$ cat src/rtl/ipts_pkg.sv
package ipts_pkg;

  localparam int MAX_LEN_DEF  = 4096;
  localparam int QUAD_SLOTS   = 4;
  localparam int GROUP_DIGITS = 3;
  localparam int LAST_GROUP   = 3;
  localparam int OUT_POS_W    = 13;
  localparam int Q_DEPTH      = 4;
  localparam int Q_AW         = 2;
  localparam int R_DEPTH      = 2;
  localparam logic [7:0] DOT_BYTE = 8'h2E;

  // classified input word
  typedef struct packed {
    logic is_digit;
    logic is_alnum;
    logic is_dot;
    logic last;
  } cls_t;

  typedef struct packed {
    logic                 ip_found;
    logic [OUT_POS_W-1:0] ip_start;
    logic [OUT_POS_W-1:0] ip_end;
    logic                 port_found;
    logic [OUT_POS_W-1:0] port_start;
    logic [OUT_POS_W-1:0] port_end;
    logic                 too_long;
  } res_t;

  function automatic cls_t classify(input logic [7:0] c, input logic last);
    cls_t w;
    w.is_digit = (c >= 8'h30) && (c <= 8'h39);
    w.is_alnum = w.is_digit || ((c >= 8'h41) && (c <= 8'h5A)) ||
                 ((c >= 8'h61) && (c <= 8'h7A));
    w.is_dot   = (c == DOT_BYTE);
    w.last     = last;
    return w;
  endfunction

endpackage

$ cat src/rtl/ipts_front.sv
module ipts_front import ipts_pkg::*; (
  input  logic       clk,
  input  logic       rst_n,
  input  logic [7:0] in_ch,
  input  logic       in_last,
  input  logic       in_push,
  output logic       in_full,
  output logic       q_valid,
  output cls_t       q_word,
  input  logic       q_pop
);

  cls_t            mem_r [Q_DEPTH];
  logic [Q_AW-1:0] wr_ptr_r, rd_ptr_r;
  logic [Q_AW:0]   cnt_r;
  logic            push, pop;

  assign in_full = (cnt_r == (Q_AW+1)'(Q_DEPTH));
  assign q_valid = (cnt_r != '0);
  assign q_word  = mem_r[rd_ptr_r];
  assign push    = in_push && !in_full;
  assign pop     = q_pop && q_valid;

  always_ff @(posedge clk) begin
    if (push) begin
      mem_r[wr_ptr_r] <= classify(in_ch, in_last);
    end
  end

  always_ff @(posedge clk) begin
    if (!rst_n) begin
      wr_ptr_r <= '0;
      rd_ptr_r <= '0;
      cnt_r    <= '0;
    end else begin
      if (push) wr_ptr_r <= wr_ptr_r + 1'b1;
      if (pop)  rd_ptr_r <= rd_ptr_r + 1'b1;
      if (push && !pop) cnt_r <= cnt_r + 1'b1;
      else if (pop && !push) cnt_r <= cnt_r - 1'b1;
    end
  end

endmodule

$ cat src/rtl/ipts_back.sv
module ipts_back import ipts_pkg::*; #(
  parameter int MAX_LEN = MAX_LEN_DEF
) (
  input  logic clk,
  input  logic rst_n,
  input  logic q_valid,
  input  cls_t q_word,
  output logic q_pop,
  output res_t res,
  output logic res_empty,
  input  logic res_pop
);

  localparam int POS_W = $clog2(MAX_LEN + 1);
  localparam logic [POS_W-1:0] MAX_POS = POS_W'(MAX_LEN);

  logic [POS_W-1:0] pos_r, pos_nxt;
  logic             prev_alnum_r, prev_alnum_nxt;
  logic             t_act_r [QUAD_SLOTS], t_act_nxt [QUAD_SLOTS];
  logic [POS_W-1:0] t_start_r [QUAD_SLOTS], t_start_nxt [QUAD_SLOTS];
  logic [1:0]       t_grp_r [QUAD_SLOTS], t_grp_nxt [QUAD_SLOTS];
  logic [1:0]       t_dig_r [QUAD_SLOTS], t_dig_nxt [QUAD_SLOTS];
  logic             p_act_r, p_act_nxt;
  logic [POS_W-1:0] p_start_r, p_start_nxt;
  logic [POS_W-1:0] skip_r, skip_nxt;
  logic             taken_r, taken_nxt;
  logic [POS_W-1:0] qs_r, qs_nxt, qe_r, qe_nxt;
  logic             pseen_r, pseen_nxt;
  logic [POS_W-1:0] ps_r, ps_nxt, pe_r, pe_nxt;
  logic             ovf_r, ovf_nxt;
  res_t             new_res;
  logic             step;

  res_t             rq_r [R_DEPTH];
  logic             rwr_r, rrd_r;
  logic [1:0]       rcnt_r;
  logic             rfull, rpush, rpop;

  assign rfull = (rcnt_r == 2'(R_DEPTH));
  assign step  = q_valid && !rfull;
  assign q_pop = step;

  always_comb begin
    logic           succ;
    logic [2:0]     n;
    logic           keep;
    logic           win;
    logic           done;
    logic [1:0]     dg;
    logic [1:0]     gp;
    pos_nxt        = pos_r;
    prev_alnum_nxt = prev_alnum_r;
    t_act_nxt      = t_act_r;
    t_start_nxt    = t_start_r;
    t_grp_nxt      = t_grp_r;
    t_dig_nxt      = t_dig_r;
    p_act_nxt      = p_act_r;
    p_start_nxt    = p_start_r;
    skip_nxt       = skip_r;
    taken_nxt      = taken_r;
    qs_nxt         = qs_r;
    qe_nxt         = qe_r;
    pseen_nxt      = pseen_r;
    ps_nxt         = ps_r;
    pe_nxt         = pe_r;
    ovf_nxt        = ovf_r;
    new_res        = '0;
    rpush          = 1'b0;
    succ           = 1'b0;
    n              = '0;
    keep           = 1'b0;
    win            = 1'b0;
    done           = 1'b0;
    dg             = '0;
    gp             = '0;
    if (step) begin
      if (pos_r < MAX_POS) begin
        // advance quad candidates, oldest first, packing survivors
        for (int i = 0; i < QUAD_SLOTS; i++) t_act_nxt[i] = 1'b0;
        for (int i = 0; i < QUAD_SLOTS; i++) begin
          keep = 1'b0;
          win  = 1'b0;
          dg   = t_dig_r[i];
          gp   = t_grp_r[i];
          if (t_dig_r[i] == 2'd0) begin
            keep = q_word.is_digit;
            dg   = 2'd1;
          end else if (q_word.is_digit) begin
            keep = (t_dig_r[i] < 2'(GROUP_DIGITS));
            dg   = t_dig_r[i] + 2'd1;
          end else if (t_grp_r[i] == 2'(LAST_GROUP)) begin
            win = 1'b1;
          end else if (q_word.is_dot) begin
            keep = 1'b1;
            gp   = t_grp_r[i] + 2'd1;
            dg   = 2'd0;
          end
          if (t_act_r[i] && !succ) begin
            if (win) begin
              succ      = 1'b1;
              taken_nxt = 1'b1;
              qs_nxt    = t_start_r[i];
              qe_nxt    = pos_r;
              skip_nxt  = pos_r;
            end else if (keep) begin
              t_act_nxt[n[1:0]]   = 1'b1;
              t_start_nxt[n[1:0]] = t_start_r[i];
              t_grp_nxt[n[1:0]]   = gp;
              t_dig_nxt[n[1:0]]   = dg;
              n = n + 3'd1;
            end
          end
        end
        if (succ) begin
          for (int i = 0; i < QUAD_SLOTS; i++) t_act_nxt[i] = 1'b0;
          p_act_nxt = 1'b0;
        end
        // port run
        if (p_act_nxt && !q_word.is_digit) begin
          p_act_nxt = 1'b0;
          if (!q_word.is_dot) begin
            pseen_nxt = 1'b1;
            ps_nxt    = p_start_r;
            pe_nxt    = pos_r;
          end
        end
        // new candidate start
        if (q_word.is_digit && (pos_r == '0 || !prev_alnum_r) && pos_r >= skip_nxt) begin
          if (!taken_nxt) begin
            for (int i = 0; i < QUAD_SLOTS; i++) begin
              if (!t_act_nxt[i] && !done) begin
                done           = 1'b1;
                t_act_nxt[i]   = 1'b1;
                t_start_nxt[i] = pos_r;
                t_grp_nxt[i]   = 2'd0;
                t_dig_nxt[i]   = 2'd1;
              end
            end
          end
          p_act_nxt   = 1'b1;
          p_start_nxt = pos_r;
        end
        prev_alnum_nxt = q_word.is_alnum;
        pos_nxt        = pos_r + 1'b1;
      end else begin
        ovf_nxt = 1'b1;
      end

      if (q_word.last) begin
        succ = 1'b0;
        for (int i = 0; i < QUAD_SLOTS; i++) begin
          if (t_act_nxt[i] && !succ && t_grp_nxt[i] == 2'(LAST_GROUP) &&
              t_dig_nxt[i] != 2'd0) begin
            succ      = 1'b1;
            taken_nxt = 1'b1;
            qs_nxt    = t_start_nxt[i];
            qe_nxt    = pos_nxt;
          end
        end
        if (p_act_nxt && !succ) begin
          pseen_nxt = 1'b1;
          ps_nxt    = p_start_nxt;
          pe_nxt    = pos_nxt;
        end
        rpush              = 1'b1;
        new_res.ip_found   = taken_nxt;
        new_res.ip_start   = taken_nxt ? OUT_POS_W'(qs_nxt) : '0;
        new_res.ip_end     = taken_nxt ? OUT_POS_W'(qe_nxt) : '0;
        new_res.port_found = pseen_nxt;
        new_res.port_start = pseen_nxt ? OUT_POS_W'(ps_nxt) : '0;
        new_res.port_end   = pseen_nxt ? OUT_POS_W'(pe_nxt) : '0;
        new_res.too_long   = ovf_nxt;
        // back to the idle state for the next string
        pos_nxt        = '0;
        prev_alnum_nxt = 1'b0;
        for (int i = 0; i < QUAD_SLOTS; i++) t_act_nxt[i] = 1'b0;
        p_act_nxt = 1'b0;
        skip_nxt  = '0;
        taken_nxt = 1'b0;
        qs_nxt    = '0;
        qe_nxt    = '0;
        pseen_nxt = 1'b0;
        ps_nxt    = '0;
        pe_nxt    = '0;
        ovf_nxt   = 1'b0;
      end
    end
  end

  always_ff @(posedge clk) begin
    t_start_r <= t_start_nxt;
    t_grp_r   <= t_grp_nxt;
    t_dig_r   <= t_dig_nxt;
    p_start_r <= p_start_nxt;
  end

  always_ff @(posedge clk) begin
    if (!rst_n) begin
      pos_r        <= '0;
      prev_alnum_r <= 1'b0;
      for (int i = 0; i < QUAD_SLOTS; i++) t_act_r[i] <= 1'b0;
      p_act_r      <= 1'b0;
      skip_r       <= '0;
      taken_r      <= 1'b0;
      qs_r         <= '0;
      qe_r         <= '0;
      pseen_r      <= 1'b0;
      ps_r         <= '0;
      pe_r         <= '0;
      ovf_r        <= 1'b0;
    end else begin
      pos_r        <= pos_nxt;
      prev_alnum_r <= prev_alnum_nxt;
      t_act_r      <= t_act_nxt;
      p_act_r      <= p_act_nxt;
      skip_r       <= skip_nxt;
      taken_r      <= taken_nxt;
      qs_r         <= qs_nxt;
      qe_r         <= qe_nxt;
      pseen_r      <= pseen_nxt;
      ps_r         <= ps_nxt;
      pe_r         <= pe_nxt;
      ovf_r        <= ovf_nxt;
    end
  end

  // result queue
  assign rpop      = res_pop && !res_empty;
  assign res_empty = (rcnt_r == 2'd0);
  assign res       = rq_r[rrd_r];

  always_ff @(posedge clk) begin
    if (rpush) begin
      rq_r[rwr_r] <= new_res;
    end
  end

  always_ff @(posedge clk) begin
    if (!rst_n) begin
      rwr_r  <= 1'b0;
      rrd_r  <= 1'b0;
      rcnt_r <= 2'd0;
    end else begin
      if (rpush) rwr_r <= ~rwr_r;
      if (rpop)  rrd_r <= ~rrd_r;
      if (rpush && !rpop) rcnt_r <= rcnt_r + 2'd1;
      else if (rpop && !rpush) rcnt_r <= rcnt_r - 2'd1;
    end
  end

endmodule

$ cat src/rtl/ip_port_text_splitter_core.sv
// flow: a word is scanned once it leaves the input queue; the result of a string
// enters the result queue when its last byte is scanned
// throughput: one byte per cycle while the result queue is not full, set by the candidate tracker update
// reset: synchronous active-low rst_n empties both queues and clears the scanner
module ip_port_text_splitter_core import ipts_pkg::*; #(
  parameter int MAX_LEN = MAX_LEN_DEF
) (
  input  logic                 clk,
  input  logic                 rst_n,
  input  logic [7:0]           in_ch,
  input  logic                 in_last,
  input  logic                 push,
  output logic                 full,
  output logic                 out_ip_found,
  output logic [OUT_POS_W-1:0] out_ip_start,
  output logic [OUT_POS_W-1:0] out_ip_end,
  output logic                 out_port_found,
  output logic [OUT_POS_W-1:0] out_port_start,
  output logic [OUT_POS_W-1:0] out_port_end,
  output logic                 out_too_long,
  output logic                 empty,
  input  logic                 pop
);

  logic q_valid, q_pop;
  cls_t q_word;
  res_t res;

  ipts_front u_front (
    .clk     (clk),
    .rst_n   (rst_n),
    .in_ch   (in_ch),
    .in_last (in_last),
    .in_push (push),
    .in_full (full),
    .q_valid (q_valid),
    .q_word  (q_word),
    .q_pop   (q_pop)
  );

  ipts_back #(.MAX_LEN(MAX_LEN)) u_back (
    .clk       (clk),
    .rst_n     (rst_n),
    .q_valid   (q_valid),
    .q_word    (q_word),
    .q_pop     (q_pop),
    .res       (res),
    .res_empty (empty),
    .res_pop   (pop)
  );

  assign out_ip_found   = res.ip_found;
  assign out_ip_start   = res.ip_start;
  assign out_ip_end     = res.ip_end;
  assign out_port_found = res.port_found;
  assign out_port_start = res.port_start;
  assign out_port_end   = res.port_end;
  assign out_too_long   = res.too_long;

endmodule
$ cat config.mk
export PLATFORM = sky130hd
export DESIGN_NAME = ip_port_text_splitter_core
export DESIGN_NICKNAME = d
export VERILOG_FILES = /design/src/rtl/ipts_pkg.sv /design/src/rtl/ipts_front.sv /design/src/rtl/ipts_back.sv /design/src/rtl/ip_port_text_splitter_core.sv
export SDC_FILE = /design/constraint.sdc
export NUM_CORES = 1
export LEC_CHECK = 0
export ABC_AREA = 1
export BUFFER_PORTS_ARGS = -buffer_cell sky130_fd_sc_hd__buf_2
export CORE_AREA = 2 2 284 286
export DETAILED_ROUTE_END_ITERATION = 10
export DIE_AREA = 0 0 286 288
export PLACE_DENSITY = 0.4
export SLEW_MARGIN = 30
export SYNTH_ARGS = -nofsm -noshare
export SYNTH_HDL_FRONTEND = slang
export SYNTH_SLANG_ARGS = --single-unit
$ cat constraint.sdc
create_clock -name clk -period 5.6 [get_ports clk]
set_input_delay 0.84 -clock clk [delete_from_list [all_inputs] [get_ports clk]]
set_output_delay 0.84 -clock clk [all_outputs]
set_load 0.05 [all_outputs]
==> qor.txt <==
Most instantiated cells after synthesis = nand2_1, inv_1, o21ai_0, nor2_1, edfxtp_1
Largest net degree at the start of global routing = 76
Ys async rst share = 0%
FMAX = 192.4 MHz
Final hold violations = 0
First-pass GRT wire length = 103300 um
DRT Pass-1 Iters = 6
Largest stage delay, worst path = 0.41 ns
Number of max-cap violations = 0
Xor/xnor share of the synthesized area = 0.6474%
Total CTS buffers = 40
Hold path cells = 2
Hold Path Origin = u_back.ovf_r
Largest area contributor in the netlist = edfxtp_1
Initial Util = 23.78%
Crit path required time = 5.95 ns
Compound-cell area share of the yosys netlist = 15.11%
Net load switching power = 5.949 mW
Comb pwr share = 49.1%
Sequential Area = 8244 um2
Post-DP HPWL = 44980 um
Placed cell area = 20700 um2
Reg clk slew, reported paths = 0.06 ns
Slowest-stage cell, CP = edfxtp_1
#FFs+latches synth = 308
Clock Skew = 0.03346 ns
Setup TNS Final = 0 ns
Worst R2R Setup Slack = 0.40 ns
Worst IR Drop VDD = 0.0002525 V
Worst r2r src = u_back.t_dig_r[2]
Main synth FF type = edfxtp_1
Worst flop-to-flop path endpoint = u_back.rq_r[0][46]
Final setup vio count = 0
Drc violations = 0
Die Wd = 286 um
Design area = 22160 um2
Max-slew headroom = 31.51%
Total GRT Usage = 16.38%
Num ports = 70
Port bufs = 69
H-tree Lvls = 2
Synth Area in Adders = 2.682%
Gpl congestion = 0.8711
Num rows = 104
Min cycle time layout = 5.198 ns
Net switching fraction of the power = 47.22%
Root Buffer = clkbuf_16
Fin crit share = 92.82%
Skew-Pair Late Insertion Delay = 0.59 ns
LEAKAGE = 9.151 nW
Instance count of the mapped netlist = 2458
Nets = 2567
Clock share of power = 20.7%
Max-slew violations = 0
WHS Endpoint = u_back.ovf_r
Total gr overflow = 0
# hold bufs at CTS = 0
Clock sink count = 308
Filler cells = 8693
Post-synth EDFFs = 207
Vias in the first global route = 16320
Core Footprint = 79640 um2
Sequential power share = 30.2%
Min Hold Slack = 0.4576 ns
Mux cell area share after synthesis = 3.323%
RSZ-0062 raised after global routing = yes
CTS tree = built
WL final = 68890 um
Most Frequent Cell on Critical Path = nor2_1
Critical Path Fanout Max = 32
Multi-input logic area = 8974 um2
Post-Syn Area = 18940 um2
Clock Path Buffers = 3
Worst setup SP type = register
Internal power = 6.650 mW
Main combinational cell family by area after synthesis = simple AND/OR/NAND/NOR gates
CP Class = reg -> reg
Syn nets = 2511
Post-route ant nets = 0
Antenna violations before repair = 0
Syn-to-layout area delta = 16.99%
Reg2Reg Depth = 34
Via/cell ratio = 4.744
PD cells = 568.6 nW/um2
Share of cells above drive strength 1 = 16.23%
Final core utilization = 27.82%
Top-area cell type share of the netlist area = 32.82%
Worst-margin pin slew = 1.025 ns
Initial DRC Count = 1310
Seq/Total Area, Yosys = 43.49%
Post-DR wirelength/cell = 19.11 um
Die ar. = 82370 um2
N_diodes = 0
Critical path capture point type = register
Crit path arrival time = 5.55 ns
Synth Area in Simple Gates = 24.90%
Die Span Y = 288 um
Largest cells by area after synthesis = edfxtp_1, nand2_1, dfxtp_1, o21ai_0, inv_1
Most common cell in the netlist = nand2_1
Synth warn = 0
Hold Crit Class = reg -> reg
Count of cell types in the netlist = 56
Status = finished clean
Via count = 17100
Post-Syn Area per Cell = 7.706 um2
## repair_timing
item	CTS	global route
resized for setup	0	28
buffers inserted	0	3
setup endpoints to repair	0	108
## flip-flops by register name, summed over array words and instances (netlist names), 2 cells and up, named ones only
name	flops
u_back.t_grp_r	8
u_back.p_start_r	13
u_front.mem_r	16
u_back.qs_r	13
u_back.rcnt_r	2
u_front.cnt_r	3
u_back.ps_r	13
u_back.skip_r	13
u_back.t_act_r	4
u_back.rq_r	110
u_front.rd_ptr_r	2
u_back.pos_r	13
u_back.t_start_r	52
u_back.qe_r	13
u_back.t_dig_r	8
u_back.pe_r	13
u_front.wr_ptr_r	2
## worst max-delay path: cells and delay by family, from the launching register on
family          cells  cell delay, ns
fa+ha+maj           2            0.52
flops               1            0.41
compound gates      3            0.43
simple gates       22            2.66
buf+inv             7            0.94
## per-stage QoR
step	total power, mW	cells	setup slack, ns
3_3_place_gp	9.921	3527	0.1670
6_report	12.60	3605	0.4023
4_1_cts	12.66	3601	0.09941
3_5_place_dp	9.973	3528	0.1547
2_1_floorplan	8.040	2458	0.6558
5_1_grt	13.49	3605	-0.007836
## per-layer routing
metal / track usage, % / vias up / share of wire (%)
met5: 0 / - / 0
met4: 4.686 / 0 / 2.4
li1: - / 8315 / -
met3: 2.290 / 86 / 5.7
met1: 22.10 / 8164 / 46
met2: 27.23 / 538 / 46
## worst max-delay path by stage
stage,slack [ns],cells past startpoint,to,from
2_1_floorplan,0.66,36,u_back.rq_r[0][26],u_back.t_dig_r[6]
3_3_place_gp,0.17,30,u_back.rq_r[0][25],register
3_5_place_dp,0.15,33,u_back.rq_r[0][25],register
4_1_cts,0.1,35,u_back.rq_r[1][48],register
5_1_grt,-0.008,36,u_back.rq_r[1][43],u_back.t_grp_r[6]
6_report,0.40,34,u_back.rq_r[0][46],u_back.t_dig_r[2]
## cells in the final DEF (no fill, tap or decap), drive strengths merged, types with 2 or more instances in the layout
cell       n
o311ai     2
o2111ai    2
bufinv     4
xnor2      2
dfxtp    101
nor4       4
or2       29
xor2      12
o22ai     37
clkbuf    51
ha        39
nand4     40
nor2     237
buf      157
a21oi    142
a211oi     2
mux2      55
inv      317
nand2    579
o211ai    54
nand3    159
clkinv    20
edfxtp   207
nor3       8
o21ai    270
a22oi      3
## power by group through the flow
stage / registers, mW / clock network (mW) / logic, mW
after floorplan: 3.74 / 0 / 4.30
after global placement: 3.84 / 0 / 6.08
after detailed placement: 3.85 / 0 / 6.12
after CTS: 3.81 / 2.69 / 6.16
after global routing: 3.89 / 2.77 / 6.83
final: 3.81 / 2.61 / 6.18
## layout make-up
class                           count  area share, %
Multi-Input combinational cell   1687          40.50
Sequential cell                   308          37.20
Tap cell                         1060          5.985
Inverter                          320          5.471
Timing Repair Buffer              157          4.884
Clock buffer                       51          4.749
Clock inverter                     22          1.208
## logic make-up after synthesis
kind of cell	after synthesis
XOR/XNOR	14
buffers and inverters	464
flip-flops	308
adder cells (fa/ha/maj)	40
AND/OR/NAND/NOR	1058
AO/OA/AOI/OAI	518
multiplexers	56
Note: power is estimated with default switching activity, not from simulation.
